`config.mk`:
```
export PLATFORM = sky130hd
export DESIGN_NAME = key_value_table_nth_match_core
export DESIGN_NICKNAME = d
export VERILOG_FILES = /design/src/rtl/kvtnm_pkg.sv /design/src/rtl/kvtnm_dp.sv /design/src/rtl/kvtnm_ctrl.sv /design/src/rtl/key_value_table_nth_match_core.sv
export SDC_FILE = /design/constraint.sdc
export NUM_CORES = 2
export LEC_CHECK = 0
export BUFFER_PORTS_ARGS = -buffer_cell sky130_fd_sc_hd__buf_2
export CAP_MARGIN = 5
export CORE_MARGIN = 2
export CORE_UTILIZATION = 48
export CTS_BUF_LIST = sky130_fd_sc_hd__clkbuf_8
export DETAILED_ROUTE_END_ITERATION = 16
export HOLD_SLACK_MARGIN = 0.08
export SLEW_MARGIN = 10
export SYNTH_ARGS = -nofsm -noshare
export SYNTH_HDL_FRONTEND = slang
export SYNTH_SLANG_ARGS = --single-unit
```
`constraint.sdc`:
```
create_clock -name aclk -period 12.8 [get_ports aclk]
set_input_delay 1.28 -clock aclk [delete_from_list [all_inputs] [get_ports aclk]]
set_output_delay 1.28 -clock aclk [all_outputs]
set_load 0.05 [all_outputs]
```
`src/rtl/kvtnm_pkg.sv`:
```
`timescale 1ns / 1ps

package kvtnm_pkg;

    // Operation codes of the input beat
    typedef enum logic [2:0] {
        OP_PUSH    = 3'd0,
        OP_POP     = 3'd1,
        OP_SET_AT  = 3'd2,
        OP_SET_KEY = 3'd3,
        OP_GET_KEY = 3'd4,
        OP_CLEAR   = 3'd5
    } op_t;

    // Result status codes
    typedef enum logic [1:0] {
        ST_OK   = 2'd0,
        ST_MISS = 2'd1,
        ST_FULL = 2'd2
    } result_t;

    typedef enum logic [1:0] {
        S_IDLE,
        S_DECODE,
        S_SCAN,
        S_RESP
    } fsm_state_t;

    // Controller -> datapath
    typedef struct packed {
        logic load;       // capture the input beat
        logic exec;       // run a non-scan operation
        logic scan_start; // issue the read of entry zero
        logic scan_step;  // compare one entry, issue the next read
        logic out_load;   // move the result into the output register
    } dp_cmd_t;

    // Datapath -> controller
    typedef struct packed {
        logic key_op; // operation needs a key scan
        logic empty;  // no used entries
        logic hit;    // entry under compare is the selected match
        logic last;   // entry under compare is the last used one
    } dp_sts_t;

endpackage

```
`src/rtl/kvtnm_dp.sv`:
```
`timescale 1ns / 1ps

module kvtnm_dp #(
    parameter int TABLE_DEPTH = 64,
    parameter int KEY_BITS    = 32,
    parameter int VALUE_BITS  = 32
) (
    input  logic                 aclk,
    input  logic                 aresetn,
    input  kvtnm_pkg::dp_cmd_t   cmd,
    output kvtnm_pkg::dp_sts_t   sts,
    input  logic [2:0]           in_op,
    input  logic [5:0]           in_idx,
    input  logic [31:0]          in_key,
    input  logic [31:0]          in_val,
    input  logic                 cfg_wr,
    input  logic [5:0]           cfg_wdata,
    output logic [5:0]           rank,
    output logic [1:0]           out_status,
    output logic [31:0]          out_found,
    output logic [5:0]           out_pos,
    output logic [6:0]           out_used
);

    localparam int AW  = $clog2(TABLE_DEPTH);
    localparam int CW  = $clog2(TABLE_DEPTH + 1);
    localparam int KW  = (KEY_BITS < 32) ? KEY_BITS : 32;
    localparam int VW  = (VALUE_BITS < 32) ? VALUE_BITS : 32;
    localparam int XW  = (CW > 6) ? CW : 6;

    logic [KW+VW-1:0]     entry_mem [TABLE_DEPTH];
    logic [KW+VW-1:0]     rd_data_reg;

    kvtnm_pkg::op_t       op_reg;
    logic [5:0]           idx_reg;
    logic [KW-1:0]        key_reg;
    logic [VW-1:0]        val_reg;
    logic [CW-1:0]        count_reg, count_next;
    logic [5:0]           rank_reg;
    logic [AW-1:0]        scan_ptr_reg, scan_ptr_next;
    logic [CW-1:0]        seen_reg, seen_next;
    kvtnm_pkg::result_t   res_status_reg, res_status_next;
    logic [VW-1:0]        res_found_reg, res_found_next;
    logic [AW-1:0]        res_pos_reg, res_pos_next;
    logic [1:0]           out_status_reg;
    logic [31:0]          out_found_reg;
    logic [5:0]           out_pos_reg;
    logic [6:0]           out_used_reg;

    logic                 wr_en;
    logic [AW-1:0]        wr_addr;
    logic                 rd_en;
    logic [AW-1:0]        rd_addr;
    logic [KW-1:0]        rd_key;
    logic [VW-1:0]        rd_val;
    logic                 key_eq;
    logic                 full;
    logic                 idx_ok;

    assign rd_key = rd_data_reg[KW+VW-1:VW];
    assign rd_val = rd_data_reg[VW-1:0];
    assign key_eq = (rd_key == key_reg);
    assign full   = (count_reg == CW'(TABLE_DEPTH));
    assign idx_ok = (XW'(idx_reg) < XW'(count_reg));

    assign sts.key_op = (op_reg == kvtnm_pkg::OP_SET_KEY) || (op_reg == kvtnm_pkg::OP_GET_KEY);
    assign sts.empty  = (count_reg == '0);
    assign sts.hit    = key_eq && (XW'(seen_reg) == XW'(rank_reg));
    assign sts.last   = ((CW'(scan_ptr_reg) + CW'(1)) == count_reg);

    // read of entry zero on start, then one entry ahead of the compare
    assign rd_en   = cmd.scan_start || cmd.scan_step;
    assign rd_addr = cmd.scan_start ? '0 : scan_ptr_reg + AW'(1);

    always_comb begin
        wr_en           = 1'b0;
        wr_addr         = scan_ptr_reg;
        count_next      = count_reg;
        scan_ptr_next   = scan_ptr_reg;
        seen_next       = seen_reg;
        res_status_next = res_status_reg;
        res_found_next  = res_found_reg;
        res_pos_next    = res_pos_reg;

        if (cmd.exec) begin
            res_status_next = kvtnm_pkg::ST_MISS;
            res_found_next  = '0;
            res_pos_next    = '0;
            case (op_reg)
                kvtnm_pkg::OP_PUSH: begin
                    if (full) begin
                        res_status_next = kvtnm_pkg::ST_FULL;
                    end else begin
                        wr_en           = 1'b1;
                        wr_addr         = AW'(count_reg);
                        count_next      = count_reg + CW'(1);
                        res_status_next = kvtnm_pkg::ST_OK;
                    end
                end
                kvtnm_pkg::OP_POP: begin
                    if (!sts.empty) begin
                        count_next      = count_reg - CW'(1);
                        res_status_next = kvtnm_pkg::ST_OK;
                    end
                end
                kvtnm_pkg::OP_SET_AT: begin
                    if (idx_ok) begin
                        wr_en           = 1'b1;
                        wr_addr         = AW'(idx_reg);
                        res_status_next = kvtnm_pkg::ST_OK;
                    end
                end
                kvtnm_pkg::OP_CLEAR: begin
                    count_next      = '0;
                    res_status_next = kvtnm_pkg::ST_OK;
                end
                default: begin
                end
            endcase
        end

        if (cmd.scan_start) begin
            scan_ptr_next = '0;
            seen_next     = '0;
        end

        if (cmd.scan_step) begin
            if (sts.hit) begin
                res_status_next = kvtnm_pkg::ST_OK;
                res_pos_next    = scan_ptr_reg;
                if (op_reg == kvtnm_pkg::OP_GET_KEY) begin
                    res_found_next = rd_val;
                end else begin
                    res_found_next = '0;
                    wr_en          = 1'b1;
                    wr_addr        = scan_ptr_reg;
                end
            end else if (sts.last) begin
                res_status_next = kvtnm_pkg::ST_MISS;
                res_found_next  = '0;
                res_pos_next    = '0;
            end else begin
                scan_ptr_next = scan_ptr_reg + AW'(1);
                seen_next     = seen_reg + CW'(key_eq);
            end
        end
    end

    always_ff @(posedge aclk) begin
        if (wr_en) begin
            entry_mem[wr_addr] <= {key_reg, val_reg};
        end
        if (rd_en) begin
            rd_data_reg <= entry_mem[rd_addr];
        end
    end

    always_ff @(posedge aclk) begin
        if (!aresetn) begin
            count_reg <= '0;
            rank_reg  <= '0;
        end else begin
            count_reg <= count_next;
            if (cfg_wr) begin
                rank_reg <= cfg_wdata;
            end
        end
    end

    always_ff @(posedge aclk) begin
        if (cmd.load) begin
            op_reg  <= kvtnm_pkg::op_t'(in_op);
            idx_reg <= in_idx;
            key_reg <= KW'(in_key);
            val_reg <= VW'(in_val);
        end
        scan_ptr_reg   <= scan_ptr_next;
        seen_reg       <= seen_next;
        res_status_reg <= res_status_next;
        res_found_reg  <= res_found_next;
        res_pos_reg    <= res_pos_next;
        if (cmd.out_load) begin
            out_status_reg <= res_status_reg;
            out_found_reg  <= 32'(res_found_reg);
            out_pos_reg    <= 6'(res_pos_reg);
            out_used_reg   <= 7'(count_reg);
        end
    end

    assign rank       = rank_reg;
    assign out_status = out_status_reg;
    assign out_found  = out_found_reg;
    assign out_pos    = out_pos_reg;
    assign out_used   = out_used_reg;

`ifndef NO_ASSERTIONS
    a_push_grows: assert property (@(posedge aclk) disable iff (!aresetn)
        (cmd.exec && op_reg == kvtnm_pkg::OP_PUSH && !full)
        |=> count_reg == CW'($past(count_reg) + CW'(1)))
        else $error("push did not grow the table");

    a_scan_nonempty: assert property (@(posedge aclk) disable iff (!aresetn)
        cmd.scan_start |-> !sts.empty)
        else $error("scan started on an empty table");

    a_hit_ok: assert property (@(posedge aclk) disable iff (!aresetn)
        (cmd.scan_step && sts.hit) |=> res_status_reg == kvtnm_pkg::ST_OK)
        else $error("hit did not report ok");
`endif

endmodule

```
`src/rtl/kvtnm_ctrl.sv`:
```
`timescale 1ns / 1ps

module kvtnm_ctrl (
    input  logic                aclk,
    input  logic                aresetn,
    input  logic                s_valid,
    output logic                s_ready,
    output logic                m_valid,
    input  logic                m_ready,
    input  kvtnm_pkg::dp_sts_t  sts,
    output kvtnm_pkg::dp_cmd_t  cmd
);

    kvtnm_pkg::fsm_state_t state_reg, state_next;
    logic                  m_valid_reg, m_valid_next;
    logic                  out_free;

    assign out_free = !m_valid_reg || m_ready;

    always_comb begin
        state_next = state_reg;
        case (state_reg)
            kvtnm_pkg::S_IDLE: begin
                if (s_valid) begin
                    state_next = kvtnm_pkg::S_DECODE;
                end
            end
            kvtnm_pkg::S_DECODE: begin
                if (sts.key_op && !sts.empty) begin
                    state_next = kvtnm_pkg::S_SCAN;
                end else begin
                    state_next = kvtnm_pkg::S_RESP;
                end
            end
            kvtnm_pkg::S_SCAN: begin
                if (sts.hit || sts.last) begin
                    state_next = kvtnm_pkg::S_RESP;
                end
            end
            kvtnm_pkg::S_RESP: begin
                if (out_free) begin
                    state_next = kvtnm_pkg::S_IDLE;
                end
            end
            default: begin
                state_next = kvtnm_pkg::S_IDLE;
            end
        endcase
    end

    always_comb begin
        s_ready = 1'b0;
        cmd     = '0;
        case (state_reg)
            kvtnm_pkg::S_IDLE: begin
                s_ready  = 1'b1;
                cmd.load = s_valid;
            end
            kvtnm_pkg::S_DECODE: begin
                // key ops on an empty table fall through exec as a miss
                if (sts.key_op && !sts.empty) begin
                    cmd.scan_start = 1'b1;
                end else begin
                    cmd.exec = 1'b1;
                end
            end
            kvtnm_pkg::S_SCAN: begin
                cmd.scan_step = 1'b1;
            end
            kvtnm_pkg::S_RESP: begin
                cmd.out_load = out_free;
            end
            default: begin
            end
        endcase
    end

    always_comb begin
        if (cmd.out_load) begin
            m_valid_next = 1'b1;
        end else if (m_ready) begin
            m_valid_next = 1'b0;
        end else begin
            m_valid_next = m_valid_reg;
        end
    end

    always_ff @(posedge aclk) begin
        if (!aresetn) begin
            state_reg   <= kvtnm_pkg::S_IDLE;
            m_valid_reg <= 1'b0;
        end else begin
            state_reg   <= state_next;
            m_valid_reg <= m_valid_next;
        end
    end

    assign m_valid = m_valid_reg;

`ifndef NO_ASSERTIONS
    a_accept_decodes: assert property (@(posedge aclk) disable iff (!aresetn)
        (s_valid && s_ready) |=> state_reg == kvtnm_pkg::S_DECODE)
        else $error("accepted beat not decoded");

    a_scan_continues: assert property (@(posedge aclk) disable iff (!aresetn)
        (state_reg == kvtnm_pkg::S_SCAN && !sts.hit && !sts.last)
        |=> state_reg == kvtnm_pkg::S_SCAN)
        else $error("scan left early");

    a_result_shown: assert property (@(posedge aclk) disable iff (!aresetn)
        cmd.out_load |=> m_valid_reg)
        else $error("loaded result not presented");
`endif

endmodule

```
`src/rtl/key_value_table_nth_match_core.sv`:
```
`timescale 1ns / 1ps

// Channel   Ports                                                 Beat
// input     s_valid/s_ready, s_operation, s_entry_index,          one operation
//           s_lookup_key, s_new_value
// result    m_valid/m_ready, m_status, m_found_value,             one result
//           m_match_index, m_entries_used
// config    psel/penable/pwrite/paddr/pwdata/prdata/pready        match_rank at 0x0
//
// Push, pop, assign at index, clear, unknown codes, key ops on an empty table: decode
//   executes the operation, then the response state loads the result; no new beat meanwhile.
// Key ops: scan reads one entry per cycle from the synchronous table memory and stops
//   at the selected match on a hit or at the last used entry on a miss.
// Next beat is taken the cycle after the result moves to the output register.
// Reset (aresetn, sync) empties the table and zeroes match_rank; no clearing pass.
// A stalled m_ready holds the output register; the core finishes the next
//   operation and waits in its response state.

module key_value_table_nth_match_core #(
    parameter int TABLE_DEPTH = 64,
    parameter int KEY_BITS    = 32,
    parameter int VALUE_BITS  = 32
) (
    input  logic        aclk,
    input  logic        aresetn,

    input  logic        s_valid,
    output logic        s_ready,
    input  logic [2:0]  s_operation,
    input  logic [5:0]  s_entry_index,
    input  logic [31:0] s_lookup_key,
    input  logic [31:0] s_new_value,

    output logic        m_valid,
    input  logic        m_ready,
    output logic [1:0]  m_status,
    output logic [31:0] m_found_value,
    output logic [5:0]  m_match_index,
    output logic [6:0]  m_entries_used,

    input  logic        psel,
    input  logic        penable,
    input  logic        pwrite,
    input  logic [2:0]  paddr,
    input  logic [31:0] pwdata,
    output logic [31:0] prdata,
    output logic        pready
);

    kvtnm_pkg::dp_cmd_t cmd;
    kvtnm_pkg::dp_sts_t sts;
    logic               cfg_wr;
    logic               rank_sel;
    logic [5:0]         rank;

    // Single register; paddr[2] set is beyond the map and reads zero.
    assign rank_sel = !paddr[2];
    assign cfg_wr   = psel && penable && pwrite && rank_sel;
    assign pready   = 1'b1;
    assign prdata   = rank_sel ? 32'(rank) : '0;

    kvtnm_ctrl u_ctrl (
        .aclk    (aclk),
        .aresetn (aresetn),
        .s_valid (s_valid),
        .s_ready (s_ready),
        .m_valid (m_valid),
        .m_ready (m_ready),
        .sts     (sts),
        .cmd     (cmd)
    );

    kvtnm_dp #(
        .TABLE_DEPTH (TABLE_DEPTH),
        .KEY_BITS    (KEY_BITS),
        .VALUE_BITS  (VALUE_BITS)
    ) u_dp (
        .aclk       (aclk),
        .aresetn    (aresetn),
        .cmd        (cmd),
        .sts        (sts),
        .in_op      (s_operation),
        .in_idx     (s_entry_index),
        .in_key     (s_lookup_key),
        .in_val     (s_new_value),
        .cfg_wr     (cfg_wr),
        .cfg_wdata  (pwdata[5:0]),
        .rank       (rank),
        .out_status (m_status),
        .out_found  (m_found_value),
        .out_pos    (m_match_index),
        .out_used   (m_entries_used)
    );

endmodule

```
# Word level (Yosys, flattened, before mapping)

Memory sizes are Yosys's and may differ from the RTL's. A register that Yosys moved wholly into a read port is not among the register bits.
Index checks and enable logic that the tools add are counted.

Register bits: 189
Bits in latches: 0
Memory bits (writable): 4,096
ROM bits: 0
Input port bits: 115
Output and inout port bits: 82
Word-level logic and storage cells: 120
Memories: 1

Memories:

| name           | words | width | read ports | clocked after memory_dff | wr ports | RTL line       | text |
|---|---|---|---|---|---|---|---|
| u_dp.entry_mem | 64    | 64    | 1          | 1                        | 1        | kvtnm_dp.sv:31 | `logic [KW+VW-1:0] entry_mem [TABLE_DEPTH];` |

Add/sub/neg operators: 5
Multipliers: 0
Divide/modulo/power cells: 0
Magnitude comparators: 1
Equal/unequal tests: 17
Shift operators: 0
Muxes and demuxes: 60
Bitwise logic cells: 0
Reductions and logical operators: 19

Operators by type and width:

| kind                                             | number |
|---|---|
| 2-to-1 mux 32 bit                                | 5 |
| 2-to-1 mux 6 bit                                 | 16 |
| 2-to-1 mux 7 bit                                 | 6 |
| == test 32 bit                                   | 1 |
| one-hot mux 7 bit (3 select lines)               | 1 |
| 2-to-1 mux 1 bit                                 | 19 |
| 2-to-1 mux 2 bit                                 | 9 |
| one-hot mux 2 bit (4 select lines)               | 2 |
| one-hot mux 6 bit (2 select lines)               | 1 |
| adder 6 x 1 -> 7 bit, second input constant      | 1 |
| adder 7 x 1 -> 7 bit                             | 1 |
| adder 7 x 1 -> 7 bit, second input constant      | 1 |
| == test 7 x 6 -> 1 bit                           | 1 |
| == test 7 bit                                    | 1 |
| == test 7 bit, second input constant             | 1 |
| zero test 7 bit                                  | 1 |
| < comparator 6 x 7 -> 1 bit                      | 1 |
| subtractor 7 x 1 -> 7 bit, second input constant | 1 |
| adder 6 x 1 -> 6 bit, second input constant      | 1 |
| == test 3 x 2 -> 1 bit, second input constant    | 2 |
| == test 3 bit, second input constant             | 2 |
| inequality test 2 bit, second input constant     | 3 |
| logical AND 1 bit                                | 5 |
| == test 2 bit, second input constant             | 2 |
| 12 further kinds                                 | 18 |

# Longest topological paths before layout

Depth in word-level cells: 11
Depth in mapped cells: 14
Gate-level depth less buffers: 11

# By module

Synthesis repeated with hierarchy kept, for this count alone.

Cell total of the unflattened synthesis: 9,042
Area total of the unflattened synthesis: 165,651.4 sq um

Modules (own cells, without submodules):

| module                         | times used | cells each | area an instance (sq um) | sequential area each (sq um) |
|---|---|---|---|---|
| kvtnm_dp                       | 1          | 8,979      | 165,138.4                | 129,844.5 |
| key_value_table_nth_match_core | 1          | 36         | 272.8                    | 0.0 |
| kvtnm_ctrl                     | 1          | 27         | 240.2                    | 60.1 |

# Least setup slack after synthesis

Ideal clock, no wire load.

Path type: register to register
Start: reg u_dp.key_reg[15]
End: mem u_dp.entry_mem[23][0] (netlist name), enable pin
Setup time: 645 ps
Arrival: 8,928 ps
Data required time: 12,155 ps
Setup slack: 3,227 ps
Stages on the path, launching flop included: 9
Path buffers: 1
Period minus slack after synthesis: 9,573 ps
Path through: edfxtp_1 > xor2_1 > nor4_1 > and4_1 > and3_1 > clkbuf_1 > mux2i_1 > nand3_1 > nor4_1

Word-level cells in the longest chain between the ends: 6
Elaborated cells between the ends (all ways): 8
Classes of those cells: eq/ne: 1; mux: 6; reduce/logical: 1

Ends and longest elaborated chain:

| element                                | RTL line        | text |
|---|---|---|
| start: declaration                     | kvtnm_dp.sv:36  | `logic [KW-1:0] key_reg;` |
| start signal: assignment               | kvtnm_dp.sv:174 | `key_reg <= KW'(in_key);` |
| == test 32 bit (*)                     | kvtnm_dp.sv:62  | `assign key_eq = (rd_key == key_reg);` |
| logical AND 1 bit (*)                  | kvtnm_dp.sv:68  | `assign sts.hit = key_eq && (XW'(seen_reg) == XW'(rank_reg));` |
| 2-to-1 mux 1 bit                       | kvtnm_dp.sv:128 | `if (sts.hit) begin` |
| 2-to-1 mux 1 bit                       | kvtnm_dp.sv:127 | `if (cmd.scan_step) begin` |
| 2-to-1 mux 1 bit                       | kvtnm_dp.sv:150 | `if (wr_en) begin` |
| 2-to-1 mux 1 bit (implied by the code) | kvtnm_dp.sv:151 | `entry_mem[wr_addr] <= {key_reg, val_reg};` |
| end: declaration                       | kvtnm_dp.sv:31  |  |

Mark *: on every way between the ends. The rest lies on a longest branch, timed or not.

# Final worst setup path

Start: reg u_dp.key_reg[2]
End: mem u_dp.entry_mem[30][34] (netlist name), enable pin

Same word-level chain as after synthesis.

==> results.md <==
- Status: complete, no violations
- Initial core utilization: 48.1%
- Vias in the first global route: about 100000
- Post-Syn Instances: around 9600
- Worst-skew pair later-pin latency: 1290 ps
- Htree depth: 6
- Post-CTS sizing: 0
- Worst-case reg-to-reg path depth: 12
- Avg Inst Size Synth: 17.6 sq um
- Design Area, Final: 190000 sq um
- Netlist Area Pre-Place: 169000 sq um
- Critical path, cell by cell: buf_4 -> xor2_1 -> nor4_2 -> buf_4 -> and4_1 -> and3_1 -> o211ai_1 -> buf_4 -> nand3b_1 -> nor2_4 -> buf_4 -> buf_4
- CTS hold repair buffers: 0
- Post-synthesis sequential area ratio: around 77%
- CP max stage delay: 1230 ps
- Worst Path Required: 13660 ps
- Rows: between 200 and 250
- Worst R2R Start: u_dp.key_reg[2]
- Flops & latches, synth: between 4000 and 5000
- Number of iterations in the first detailed-routing pass: 6
- Setup_tns: 0 ps
- Layout area overhead: 11.9%
- Placement Cell Area: around 180000 sq um
- Setup Crit Path Kind: reg -> reg
- Fmax: approximately 130 MHz
- Syn. warnings: 0
- Area contributors post-synth: edfxtp_1 76%, mux4_2 4.3%, mux2i_1 2.9%
- Final setup vio count: 0
- Die width: 598 um
- Crit start category: flop
- Drt drc: 0
- Synth area leader: edfxtp_1
- IO Count: 197
- DP HPWL: ~300 mm
- Hold path depth: 1
- Tcrit/Tclk final: between 60% and 70%
- Flip-flop count of the largest register, all copies and words added: a little over 4000
- Worst R2R End: u_dp.entry_mem[30][34]
- Maximum capacitance violations: 0
- GRT Util Overall: around 31%
- Crit path max-delay family: simple AND/OR/NAND/NOR gates
- PortBufs: 141
- Crit path DAT: 8720 ps
- Slew Limit Headroom: between 8 and 9%
- Pwr dens: 227 nW/um^2
- Top-count cell post-synth: edfxtp_1
- HP Class: in -> reg
- Die ar.: approximately 360000 sq um
- Post-synth EDFFs: 4280
- Power, Total: between 0.04 and 0.05 W
- LEAKAGE: 61.5 nW
- Max Buffers Root-to-Sink: 4
- Tmin final: between 7000 and 8000 ps
- VDD IR max: between 0.3 and 0.4 mV
- WHS Endpoint: u_dp.val_reg[19]
- Slowest-stage cell, CP: nor2_4
- Top cell type's share of synthesized area: 75.9%
- DRT antenna net count: 0
- GPL Wtd Cong: roughly 0.85
- Die height: approximately 600 um
- Unrepaired setup endpoints after global routing: no
- Clk slew on worst S/H paths: approximately 60 ps
- Vias/cell: 6.55
- Final hold vios: 0
- Clk sinks: ~4300
- Hold Path Origin: s_new_value[19]
- Async SR Flop Fraction: 0%
- Post-CTS setup buffers: 0
- Synth top cells by count: 4280 x edfxtp_1, 598 x nand2_1, 498 x mux2i_1
- Routed WL: 564 mm
- Bufs and invs on worst path: 5
- Average routed wire per standard cell: approximately 37 um
- Vias post-DR: 101000
- Core area: ~350000 sq um
- Critical path peak fanout: 65
- Clock root buffer: clkbuf_8
- Tightest Pin Transition: roughly 1400 ps
- Share of layout cells above drive strength 1: 19.5%
- Top_reg_cell synth: edfxtp_1
- Largest net degree at the start of global routing: between 100 and 150
- Layout Nets: around 10000
- CP dominant cell by count: buf_4
- Initial antenna violation count: 35
- Final slew viol count: 0
- Setup crit end kind: flop
- CTS tree: built
- Global-route wire length before repair: a little under 800 mm
- Fin Clk Skew: between 90 and 100 ps
- Final Core Density: between 50% and 60%
- GR Overflow Total: 0
- Netlist cell types: between 80 and 90
- CTS Buf Count: about 700
- R2r setup slk: just under 5000 ps
- Initial DRC Count: between 15000 and 20000
-- per-layer routing --
metal	vias up	part of all wire [%]	track usage [%]	wire, um
met5	-	0.0073	0	41
met4	8	5.5	15.5	31100
met3	1355	10	5.71	58700
met2	6723	47	49.0	263000
met1	52300	37	41.4	211000
li1	40400	-	-	-
-- worst max-delay path by stage --
| stage | startpoint | endpoint | slack (ps) | cells past startpoint |
|---|---|---|---|---|
| floorplan | u_dp.key_reg[15] | u_dp.entry_mem[23][0] | 3230 | 8 |
| global placement | u_dp.key_reg[2] | u_dp.entry_mem[30][18] | 5260 | 12 |
| detailed placement | u_dp.key_reg[2] | u_dp.entry_mem[30][18] | 5120 | 12 |
| CTS | u_dp.key_reg[2] | u_dp.entry_mem[30][34] | 5130 | 12 |
| global route | u_dp.key_reg[2] | u_dp.entry_mem[43][7] | 4990 | 11 |
| finish | u_dp.key_reg[2] | u_dp.entry_mem[30][34] | 4950 | 12 |
-- stage by stage --
step | setup slack, ps | hold WS (ps) | instances
2_1_floorplan | 3230 | 406 | 9641
3_3_place_gp | 5260 | 422 | 14100
3_5_place_dp | 5120 | 422 | 14100
4_1_cts | 5130 | 101 | 15400
5_1_grt | 4990 | 141 | 15400
6_report | 4950 | 187 | 15400
-- cell families (layout without fill, tap and decap cells) --
logic type | count (synthesis) | after routing | synth area share, %
AOI/OAI and AO/OA | 1980 | 1980 | 8.10
xor gates and xnor gates | 56 | 56 | 0.298
adders and majority gates | 18 | 18 | 0.137
buffers and inverters | 689 | 1791 | 1.83
DFF | 4349 | 4349 | 76.7
muxes | 1095 | 1095 | 9.09
other | 2 | 47 | 0.00443
and+or+nand+nor | 1427 | 1427 | 3.84
-- layout make-up --
type	instances	area [sq um]
Fill cell	27900	162000
Multi-Input combinational cell	4603	37300
Sequential cell	4349	130000
Antenna cell	20	50.0
Timing Repair Buffer	539	3950
Clock buffer	718	9880
Inverter	13	56.3
Tap cell	4620	5780
Clock inverter	521	2600
-- cell usage in the layout, fill, tap and decap left out, drive strengths merged, types with 134 or more instances in the layout --
cell type  instances
buf              538
clkbuf           718
edfxtp          4280
a211oi           215
nor3             134
mux4             327
mux2i            498
mux2             270
nor2             259
clkinv           213
a21oi            306
nand2            601
inv              297
o21ai            401
nand3            157
-- report_power, final --
part	switching (W)	leakage, nW	internal [W]
Sequential	0.000131	39.1	0.0166
Clock	0.00560	7.28	0.00537
Combinational	0.0108	15.1	0.00451
Total	0.0166	61.5	0.0265
Power figures use the tool's default switching activity.
